==> src/eed_pkg.sv <==
`timescale 1ns / 1ps
// eed_pkg: types and constants for the echo escape decoder
// no dependencies; imported by echo_escape_decoder_top

package eed_pkg;

   localparam int ByteW = 8;
   localparam int MaxResults = 3;

   typedef enum logic [1:0] {
      PH_NORMAL = 2'd0,
      PH_ESCAPE = 2'd1,
      PH_OCTAL  = 2'd2,
      PH_HEX    = 2'd3
   } phase_type;

   localparam logic [ByteW-1:0] CH_BACKSLASH = 8'h5C;
   localparam logic [ByteW-1:0] CH_ZERO      = 8'h30;
   localparam logic [ByteW-1:0] CH_X         = 8'h78;
   localparam logic [ByteW-1:0] CH_A         = 8'h61;
   localparam logic [ByteW-1:0] CH_B         = 8'h62;
   localparam logic [ByteW-1:0] CH_C         = 8'h63;
   localparam logic [ByteW-1:0] CH_E         = 8'h65;
   localparam logic [ByteW-1:0] CH_F         = 8'h66;
   localparam logic [ByteW-1:0] CH_N         = 8'h6E;
   localparam logic [ByteW-1:0] CH_T         = 8'h74;
   localparam logic [ByteW-1:0] CH_V         = 8'h76;

   localparam logic [ByteW-1:0] CODE_BEL = 8'd7;
   localparam logic [ByteW-1:0] CODE_BS  = 8'd8;
   localparam logic [ByteW-1:0] CODE_ESC = 8'd27;
   localparam logic [ByteW-1:0] CODE_FF  = 8'd12;
   localparam logic [ByteW-1:0] CODE_LF  = 8'd10;
   localparam logic [ByteW-1:0] CODE_HT  = 8'd9;
   localparam logic [ByteW-1:0] CODE_VT  = 8'd11;

   localparam logic [1:0] OctMaxDigits = 2'd3;
   localparam logic [1:0] HexMaxDigits = 2'd2;

   // up to three result bytes waiting for the output side
   typedef struct packed {
      logic [MaxResults-1:0][ByteW-1:0] bytes;
      logic [1:0]                       count;
   } res_queue_type;

   function automatic res_queue_type push(res_queue_type q, logic [ByteW-1:0] v);
      res_queue_type r;
      r = q;
      if (q.count != 2'd3) begin
         r.bytes[q.count] = v;
         r.count = q.count + 2'd1;
      end
      return r;
   endfunction

endpackage

==> src/echo_escape_decoder_top.sv <==
`timescale 1ns / 1ps
// echo_escape_decoder_top: backslash escape decoder for one echo argument
// depends on eed_pkg
//
// output: the first result of a byte is registered and shown in the cycle after its beat is taken
// throughput: one input beat per cycle while each byte gives at most one result
//   and the output is ready; a byte giving several results holds the input while
//   the result register drains one beat per cycle in which the output is ready
// reset: synchronous; escapes off, decoder in normal text, result register empty

module echo_escape_decoder_top (
   input  logic       clock,
   input  logic       reset,
   // configuration
   input  logic       csr_wr_en,
   input  logic       csr_wr_data,   // escapes_enabled
   // input stream
   input  logic       req_tvalid,
   output logic       req_tready,
   input  logic [7:0] req_tdata,     // [7:0] in_byte
   input  logic       req_tlast,     // end_of_text
   // result stream
   output logic       rsp_tvalid,
   input  logic       rsp_tready,
   output logic [7:0] rsp_tdata,     // [7:0] out_byte
   output logic       rsp_tlast      // last_of_run
);
   import eed_pkg::*;

   logic          esc_en_ff;
   phase_type     phase_ff, phase_in;
   logic [7:0]    acc_ff, acc_in;
   logic [1:0]    dcnt_ff, dcnt_in;
   logic          stop_ff, stop_in;
   res_queue_type q_ff, q_in, q_new;

   logic          req_fire, rsp_fire;
   logic [7:0]    b;
   logic          oct_ok, hex_ok, dig_ok;
   logic [3:0]    dig_val;
   logic [7:0]    acc_next;
   logic [1:0]    dcnt_next;

   assign req_fire = req_tvalid && req_tready;
   assign rsp_fire = rsp_tvalid && rsp_tready;
   assign b = req_tdata;

   // digit decode for the current byte
   always_comb begin
      oct_ok  = (b >= 8'h30) && (b <= 8'h37);
      hex_ok  = 1'b0;
      dig_val = 4'd0;
      if ((b >= 8'h30) && (b <= 8'h39)) begin
         hex_ok  = 1'b1;
         dig_val = 4'(b - 8'h30);
      end else if ((b >= 8'h61) && (b <= 8'h66)) begin
         hex_ok  = 1'b1;
         dig_val = 4'(b - 8'h57);
      end else if ((b >= 8'h41) && (b <= 8'h46)) begin
         hex_ok  = 1'b1;
         dig_val = 4'(b - 8'h37);
      end
      dig_ok = (phase_ff == PH_OCTAL) ? oct_ok : hex_ok;
      if (phase_ff == PH_OCTAL) begin
         acc_next = {acc_ff[4:0], 3'b000} | {5'd0, dig_val[2:0]};
      end else begin
         acc_next = {acc_ff[3:0], dig_val};
      end
      dcnt_next = dcnt_ff + 2'd1;
   end

   // decode one byte into up to three results and the next decoder state
   always_comb begin
      q_new    = '0;
      phase_in = phase_ff;
      acc_in   = acc_ff;
      dcnt_in  = dcnt_ff;
      stop_in  = stop_ff;

      if (!esc_en_ff) begin
         q_new = push(q_new, b);
      end else begin
         if (!stop_ff) begin
            case (phase_ff)
               PH_NORMAL: begin
                  if (b == CH_BACKSLASH) phase_in = PH_ESCAPE;
                  else                   q_new = push(q_new, b);
               end
               PH_ESCAPE: begin
                  phase_in = PH_NORMAL;
                  case (b)
                     CH_A:         q_new = push(q_new, CODE_BEL);
                     CH_B:         q_new = push(q_new, CODE_BS);
                     CH_E:         q_new = push(q_new, CODE_ESC);
                     CH_F:         q_new = push(q_new, CODE_FF);
                     CH_N:         q_new = push(q_new, CODE_LF);
                     CH_T:         q_new = push(q_new, CODE_HT);
                     CH_V:         q_new = push(q_new, CODE_VT);
                     CH_BACKSLASH: q_new = push(q_new, CH_BACKSLASH);
                     CH_C:         stop_in = 1'b1;
                     CH_ZERO: begin
                        phase_in = PH_OCTAL;
                        acc_in   = '0;
                        dcnt_in  = '0;
                     end
                     CH_X: begin
                        phase_in = PH_HEX;
                        acc_in   = '0;
                        dcnt_in  = '0;
                     end
                     default: begin
                        q_new = push(q_new, CH_BACKSLASH);
                        q_new = push(q_new, b);
                     end
                  endcase
               end
               default: begin
                  if (dig_ok) begin
                     if (dcnt_next == ((phase_ff == PH_OCTAL) ? OctMaxDigits : HexMaxDigits)) begin
                        q_new    = push(q_new, acc_next);
                        phase_in = PH_NORMAL;
                        acc_in   = '0;
                        dcnt_in  = '0;
                     end else begin
                        acc_in  = acc_next;
                        dcnt_in = dcnt_next;
                     end
                  end else begin
                     // sequence ended by a non-digit: flush, then treat as text
                     if (dcnt_ff == 2'd0) begin
                        q_new = push(q_new, CH_BACKSLASH);
                        q_new = push(q_new, (phase_ff == PH_OCTAL) ? CH_ZERO : CH_X);
                     end else begin
                        q_new = push(q_new, acc_ff);
                     end
                     acc_in  = '0;
                     dcnt_in = '0;
                     if (b == CH_BACKSLASH) begin
                        phase_in = PH_ESCAPE;
                     end else begin
                        phase_in = PH_NORMAL;
                        q_new    = push(q_new, b);
                     end
                  end
               end
            endcase
         end
         // end of text flushes what is still pending
         if (req_tlast && !stop_in) begin
            case (phase_in)
               PH_ESCAPE: q_new = push(q_new, CH_BACKSLASH);
               PH_OCTAL, PH_HEX: begin
                  if (dcnt_in == 2'd0) begin
                     q_new = push(q_new, CH_BACKSLASH);
                     q_new = push(q_new, (phase_in == PH_OCTAL) ? CH_ZERO : CH_X);
                  end else begin
                     q_new = push(q_new, acc_in);
                  end
               end
               default: ;
            endcase
         end
      end

      if (req_tlast) begin
         phase_in = PH_NORMAL;
         acc_in   = '0;
         dcnt_in  = '0;
         stop_in  = 1'b0;
      end
   end

   // result register: shifts one beat out per accepted output
   assign req_tready = (q_ff.count == 2'd0) || ((q_ff.count == 2'd1) && rsp_tready);
   assign rsp_tvalid = (q_ff.count != 2'd0);
   assign rsp_tdata  = q_ff.bytes[0];
   assign rsp_tlast  = (q_ff.count == 2'd1);

   always_comb begin
      q_in = q_ff;
      if (req_fire) begin
         q_in = q_new;
      end else if (rsp_fire) begin
         q_in.bytes[0] = q_ff.bytes[1];
         q_in.bytes[1] = q_ff.bytes[2];
         q_in.count    = q_ff.count - 2'd1;
      end
   end

   always_ff @(posedge clock) begin
      if (reset) begin
         esc_en_ff <= 1'b0;
         phase_ff  <= PH_NORMAL;
         acc_ff    <= '0;
         dcnt_ff   <= '0;
         stop_ff   <= 1'b0;
         q_ff      <= '0;
      end else begin
         if (csr_wr_en) esc_en_ff <= csr_wr_data;
         if (req_fire) begin
            phase_ff <= phase_in;
            acc_ff   <= acc_in;
            dcnt_ff  <= dcnt_in;
            stop_ff  <= stop_in;
         end
         q_ff <= q_in;
      end
   end

   a_pass_one: assert property (@(posedge clock) disable iff (reset)
      req_fire && !esc_en_ff && !csr_wr_en |=> q_ff.count == 2'd1)
      else $error("pass-through byte did not give exactly one beat");

   a_eot_clears: assert property (@(posedge clock) disable iff (reset)
      req_fire && req_tlast |=> phase_ff == PH_NORMAL && !stop_ff && dcnt_ff == 2'd0)
      else $error("decoder state not cleared after end of text");

   a_hold_input: assert property (@(posedge clock) disable iff (reset)
      q_ff.count > 2'd1 |-> !req_tready)
      else $error("input taken while several result beats still pending");

   a_stop_silent: assert property (@(posedge clock) disable iff (reset)
      req_fire && esc_en_ff && stop_ff && !req_tlast |=> q_ff.count == 2'd0)
      else $error("output produced while stopped");

endmodule
==> config.mk <==
export PLATFORM = sky130hd
export DESIGN_NAME = echo_escape_decoder_top
export DESIGN_NICKNAME = d
export VERILOG_FILES = /design/src/eed_pkg.sv /design/src/echo_escape_decoder_top.sv
export SDC_FILE = /design/constraint.sdc
export NUM_CORES = 1
export LEC_CHECK = 0
export BUFFER_PORTS_ARGS = -buffer_cell sky130_fd_sc_hd__buf_2
export CORE_MARGIN = 5
export CORE_UTILIZATION = 58
export CTS_BUF_LIST = sky130_fd_sc_hd__clkbuf_16
export CTS_CLUSTER_DIAMETER = 150
export CTS_CLUSTER_SIZE = 10
export DETAILED_ROUTE_END_ITERATION = 8
export GPL_TIMING_DRIVEN = 0
export PLACE_DENSITY = 0.77
export REMOVE_ABC_BUFFERS = 1
export SLEW_MARGIN = 20
export SYNTH_ARGS = -nofsm -noshare
export SYNTH_HDL_FRONTEND = slang
export SYNTH_SLANG_ARGS = --single-unit
==> constraint.sdc <==
create_clock -name clock -period 3.7 [get_ports clock]
set_input_delay 0.37 -clock clock [delete_from_list [all_inputs] [get_ports clock]]
set_output_delay 0.37 -clock clock [all_outputs]
set_load 0.02 [all_outputs]
==> impl_metrics.xml <==
<?xml version="1.0" encoding="UTF-8"?>
<metrics>
  <group name="global_route">
    <metric name="via_count_of_the_first_global_routing_pass" unit="">3143</metric>
    <metric name="grt_start_max_net_pins" unit="">41</metric>
    <metric name="antenna_found_initial" unit="">0</metric>
    <metric name="grt.overflow.total" unit="">0</metric>
    <metric name="grt_util_all_layers" unit="">0.285</metric>
    <metric name="grt_first_pass_wirelength" unit="mm">16.9</metric>
  </group>
  <group name="timing">
    <metric name="grt_setup_unrepaired" unit="">false</metric>
    <metric name="clock_skew" unit="ns">0.00535</metric>
    <metric name="fmax" unit="MHz">288</metric>
    <metric name="number_of_hold_violations_in_the_final_report" unit="">0</metric>
    <metric name="period_utilization_post_route" unit="">0.938</metric>
    <metric name="report.final.slew_viol_count" unit="">0</metric>
    <metric name="post-route-worst-setup-slack" unit="ns">0.228</metric>
    <metric name="timing.max_slew.rel_slack" unit="">0.515</metric>
    <metric name="timing.final.setup_violations" unit="">0</metric>
    <metric name="pin_slew_with_the_least_headroom_to_its_limit" unit="ns">0.714</metric>
    <metric name="final_period_minus_worst_setup_slack" unit="ns">3.47</metric>
  </group>
  <group name="finish">
    <metric name="stdcell_count" unit="">517</metric>
    <metric name="finish.utilization" unit="">0.635</metric>
    <metric name="drive_above_1_share" unit="">0.119</metric>
    <metric name="fin_area" unit="mm²">0.00352</metric>
    <metric name="fill_cells" unit="">515</metric>
    <metric name="most_frequent_standard_cell_in_the_layout_excluding_fill_and_tap_cells" unit="">nor2_1</metric>
    <metric name="mostFrequentLayoutCells" unit="">nor2_1 (61), dfxtp_1 (40), a21oi_1 (31), nand2_1 (30), buf_2 (25)</metric>
    <metric name="insertedDiodeCount" unit="">0</metric>
    <metric name="fin_nets" unit="">467</metric>
    <metric name="area.growth.synth_to_final" unit="%">5.95</metric>
  </group>
  <group name="logic_synthesis">
    <metric name="post_synth_num_cell_types" unit="">73</metric>
    <metric name="synth_edf_count" unit="">0</metric>
    <metric name="ys_seq_area_frac" unit="">0.241</metric>
    <metric name="ys_seq_elements" unit="">40</metric>
    <metric name="mapped_area" unit="mm²">0.00332</metric>
    <metric name="synthesis.area_per_instance" unit="µm²">7.31</metric>
    <metric name="total_number_of_yosys_warnings" unit="">0</metric>
    <metric name="cell_count_after_synthesis" unit="">454</metric>
    <metric name="ys_dominant_reg_cell" unit="">dfxtp_1</metric>
    <metric name="asyncSetResetFlopFracSynth" unit="">0</metric>
  </group>
  <group name="detailed_routing">
    <metric name="routed_wire_length_per_instance" unit="µm">20.3</metric>
    <metric name="detail_route.first_pass.iterations" unit="">6</metric>
    <metric name="total_number_of_vias" unit="">3579</metric>
    <metric name="total_detailed_routing_wirelength" unit="mm">10.5</metric>
    <metric name="via_per_inst" unit="">6.92</metric>
    <metric name="ant_nets" unit="">0</metric>
    <metric name="drc_errors" unit="">0</metric>
    <metric name="dr.first_iter.drc_count" unit="">507</metric>
  </group>
  <group name="clocking">
    <metric name="clk_latency" unit="ns">0.28</metric>
    <metric name="tritoncts" unit="">done</metric>
    <metric name="cts.hold.buffers_added" unit="">0</metric>
    <metric name="clock_sink_count" unit="">40</metric>
    <metric name="cts_buffers" unit="">5</metric>
    <metric name="ctsHtreeMaxLevel" unit="">2</metric>
    <metric name="setup_buffers_after_cts" unit="">0</metric>
    <metric name="clk_pin_slew_worst_paths" unit="ns">0.07</metric>
    <metric name="clk_buf_depth" unit="">2</metric>
    <metric name="root_buffer" unit="">clkbuf_16</metric>
  </group>
  <group name="setup_path">
    <metric name="critical_path.startpoint_type" unit="">input port</metric>
    <metric name="cp_data_required_time" unit="ns">3.88</metric>
    <metric name="worstPathMaxFanout" unit="">12</metric>
    <metric name="critPathKind" unit="">input port to flip-flop</metric>
    <metric name="timing.critical_path.to_type" unit="">flip-flop</metric>
    <metric name="arr_time_crit_path" unit="ns">3.65</metric>
  </group>
  <group name="placed_design">
    <metric name="gp_congestion" unit="">1.00</metric>
    <metric name="placed_cells" unit="">509</metric>
    <metric name="instance_area_after_placement" unit="mm²">0.00332</metric>
    <metric name="io_buffers" unit="">25</metric>
    <metric name="dpl_worst_slack" unit="ns">-0.200</metric>
    <metric name="post-dp-hpwl" unit="mm">7.64</metric>
  </group>
  <group name="die">
    <metric name="die-height" unit="µm">85.7</metric>
    <metric name="num_rows" unit="">27</metric>
    <metric name="die_w" unit="µm">85.7</metric>
    <metric name="die_area" unit="mm²">0.00734</metric>
    <metric name="coreArea" unit="mm²">0.00554</metric>
    <metric name="io-pin-count" unit="">26</metric>
    <metric name="floorplan.initialDensity" unit="">0.599</metric>
  </group>
  <group name="power_and_ir_drop">
    <metric name="power.ir.vdd_worst" unit="V">0.000320</metric>
    <metric name="power.density" unit="mW/mm²">371</metric>
    <metric name="cellLeakagePower" unit="nW">1.26</metric>
    <metric name="total_power" unit="W">0.00130</metric>
  </group>
  <group name="job">
    <metric name="max-cap-violations" unit="">0</metric>
  </group>
  <group name="status">
    <metric name="outcome" unit="">finished clean</metric>
  </group>
  <group name="hold_path">
    <metric name="holdCritPathClass" unit="">input port to flip-flop</metric>
  </group>
</metrics>
flip-flops by register name, summed over array words and instances (netlist names):
name / cells
q_ff: 18
acc_ff: 8
rsp_tdata: 8
dcnt_ff: 2
phase_ff: 2
esc_en_ff: 1
stop_ff: 1
through the flow:
stage	TNS, ns	hold slack, ns
after floorplan	0	0.430
after global placement	-0.986	0.443
after detailed placement	-1.08	0.453
after CTS	0	0.328
after global routing	0	0.345
final	0	0.323
power by group:
group	total [W]	switching [W]	leakage [nW]	internal [W]
sequential	0.000482	0.0000196	0.326	0.000462
combinational	0.000304	0.000204	0.859	0.0000997
clock	0.000519	0.000198	0.0804	0.000321
worst max-delay path, stage by stage:
cell and delay (ns):
buf_2 0.18, inv_1 0.15, ha_1 0.32, nand3_1 0.17, or3_4 0.44, clkinv_1 0.20
ha_1 0.27, nor4_1 0.35, a211oi_2 0.13, nor3_2 0.32, nand3b_2 0.28, o221ai_1 0.18
a221oi_1 0.28
layer usage:
metal  track usage  up-vias  share of wire
met3        0.0384       16          0.079
met2         0.458      189           0.46
li1              -     1689              -
met5             0        -              0
met1         0.409     1685           0.45
met4        0.0518        0          0.014
final timing paths:
check                                  start      endpoint  slack (ns)  cells past startpoint
worst min register to register    dcnt_ff[1]    dcnt_ff[1]        0.46                      2
worst max-delay path            req_tdata[0]       q_ff[1]        0.23                     13
worst min-delay path             csr_wr_data     esc_en_ff        0.32                      3
worst max register to register   phase_ff[1]  rsp_tdata[2]        0.36                      8
cells by family (layout without fill, tap and decap cells):
kind of cell,Yosys count,count (layout),share of synthesized area
muxes,8,8,0.0245
AOI/OAI and AO/OA,143,143,0.303
buffers and inverters,62,53,0.0863
DFF,40,40,0.241
xor gates and xnor gates,3,3,0.00791
and+or+nand+nor,190,190,0.307
adders and majority gates,8,8,0.0301
what timing repair did:
| item | 4_1_cts | 5_1_grt |
|---|---|---|
| pin swaps | 0 | 1 |
| setup endpoints to repair | 6 | 18 |
| gates resized for setup | 1 | 3 |
layout make-up:
class / instances / area (µm²) / share of cell area
Inverter: 20 / 75.1 / 0.0213
Sequential cell: 40 / 801 / 0.228
Timing Repair Buffer: 25 / 125 / 0.0356
Clock inverter: 3 / 46.3 / 0.0132
Multi-Input combinational cell: 352 / 2260 / 0.641
Clock buffer: 5 / 125 / 0.0356
Tap cell: 72 / 90.1 / 0.0256
Yosys cell counts, drive strengths merged (4+ instances only):
cell | count | share of area
nor2 | 61 | 0.069
dfxtp | 40 | 0.24
a21oi | 32 | 0.052
nand2 | 30 | 0.034
o21ai | 30 | 0.045
nor3 | 28 | 0.050
clkbuf | 26 | 0.030
inv | 18 | 0.020
buf | 16 | 0.034
nand3 | 13 | 0.020
a22oi | 10 | 0.023
nor4 | 10 | 0.023
nand2b | 9 | 0.017
ha | 8 | 0.030
a211oi | 7 | 0.017
a311oi | 7 | 0.018
mux2i | 7 | 0.021
a221oi | 6 | 0.016
and3 | 5 | 0.0094
nor3b | 5 | 0.013
or3 | 5 | 0.011
a2111oi | 4 | 0.011
a31oi | 4 | 0.0075
o221ai | 4 | 0.011
(Power assumes the default switching activity.)
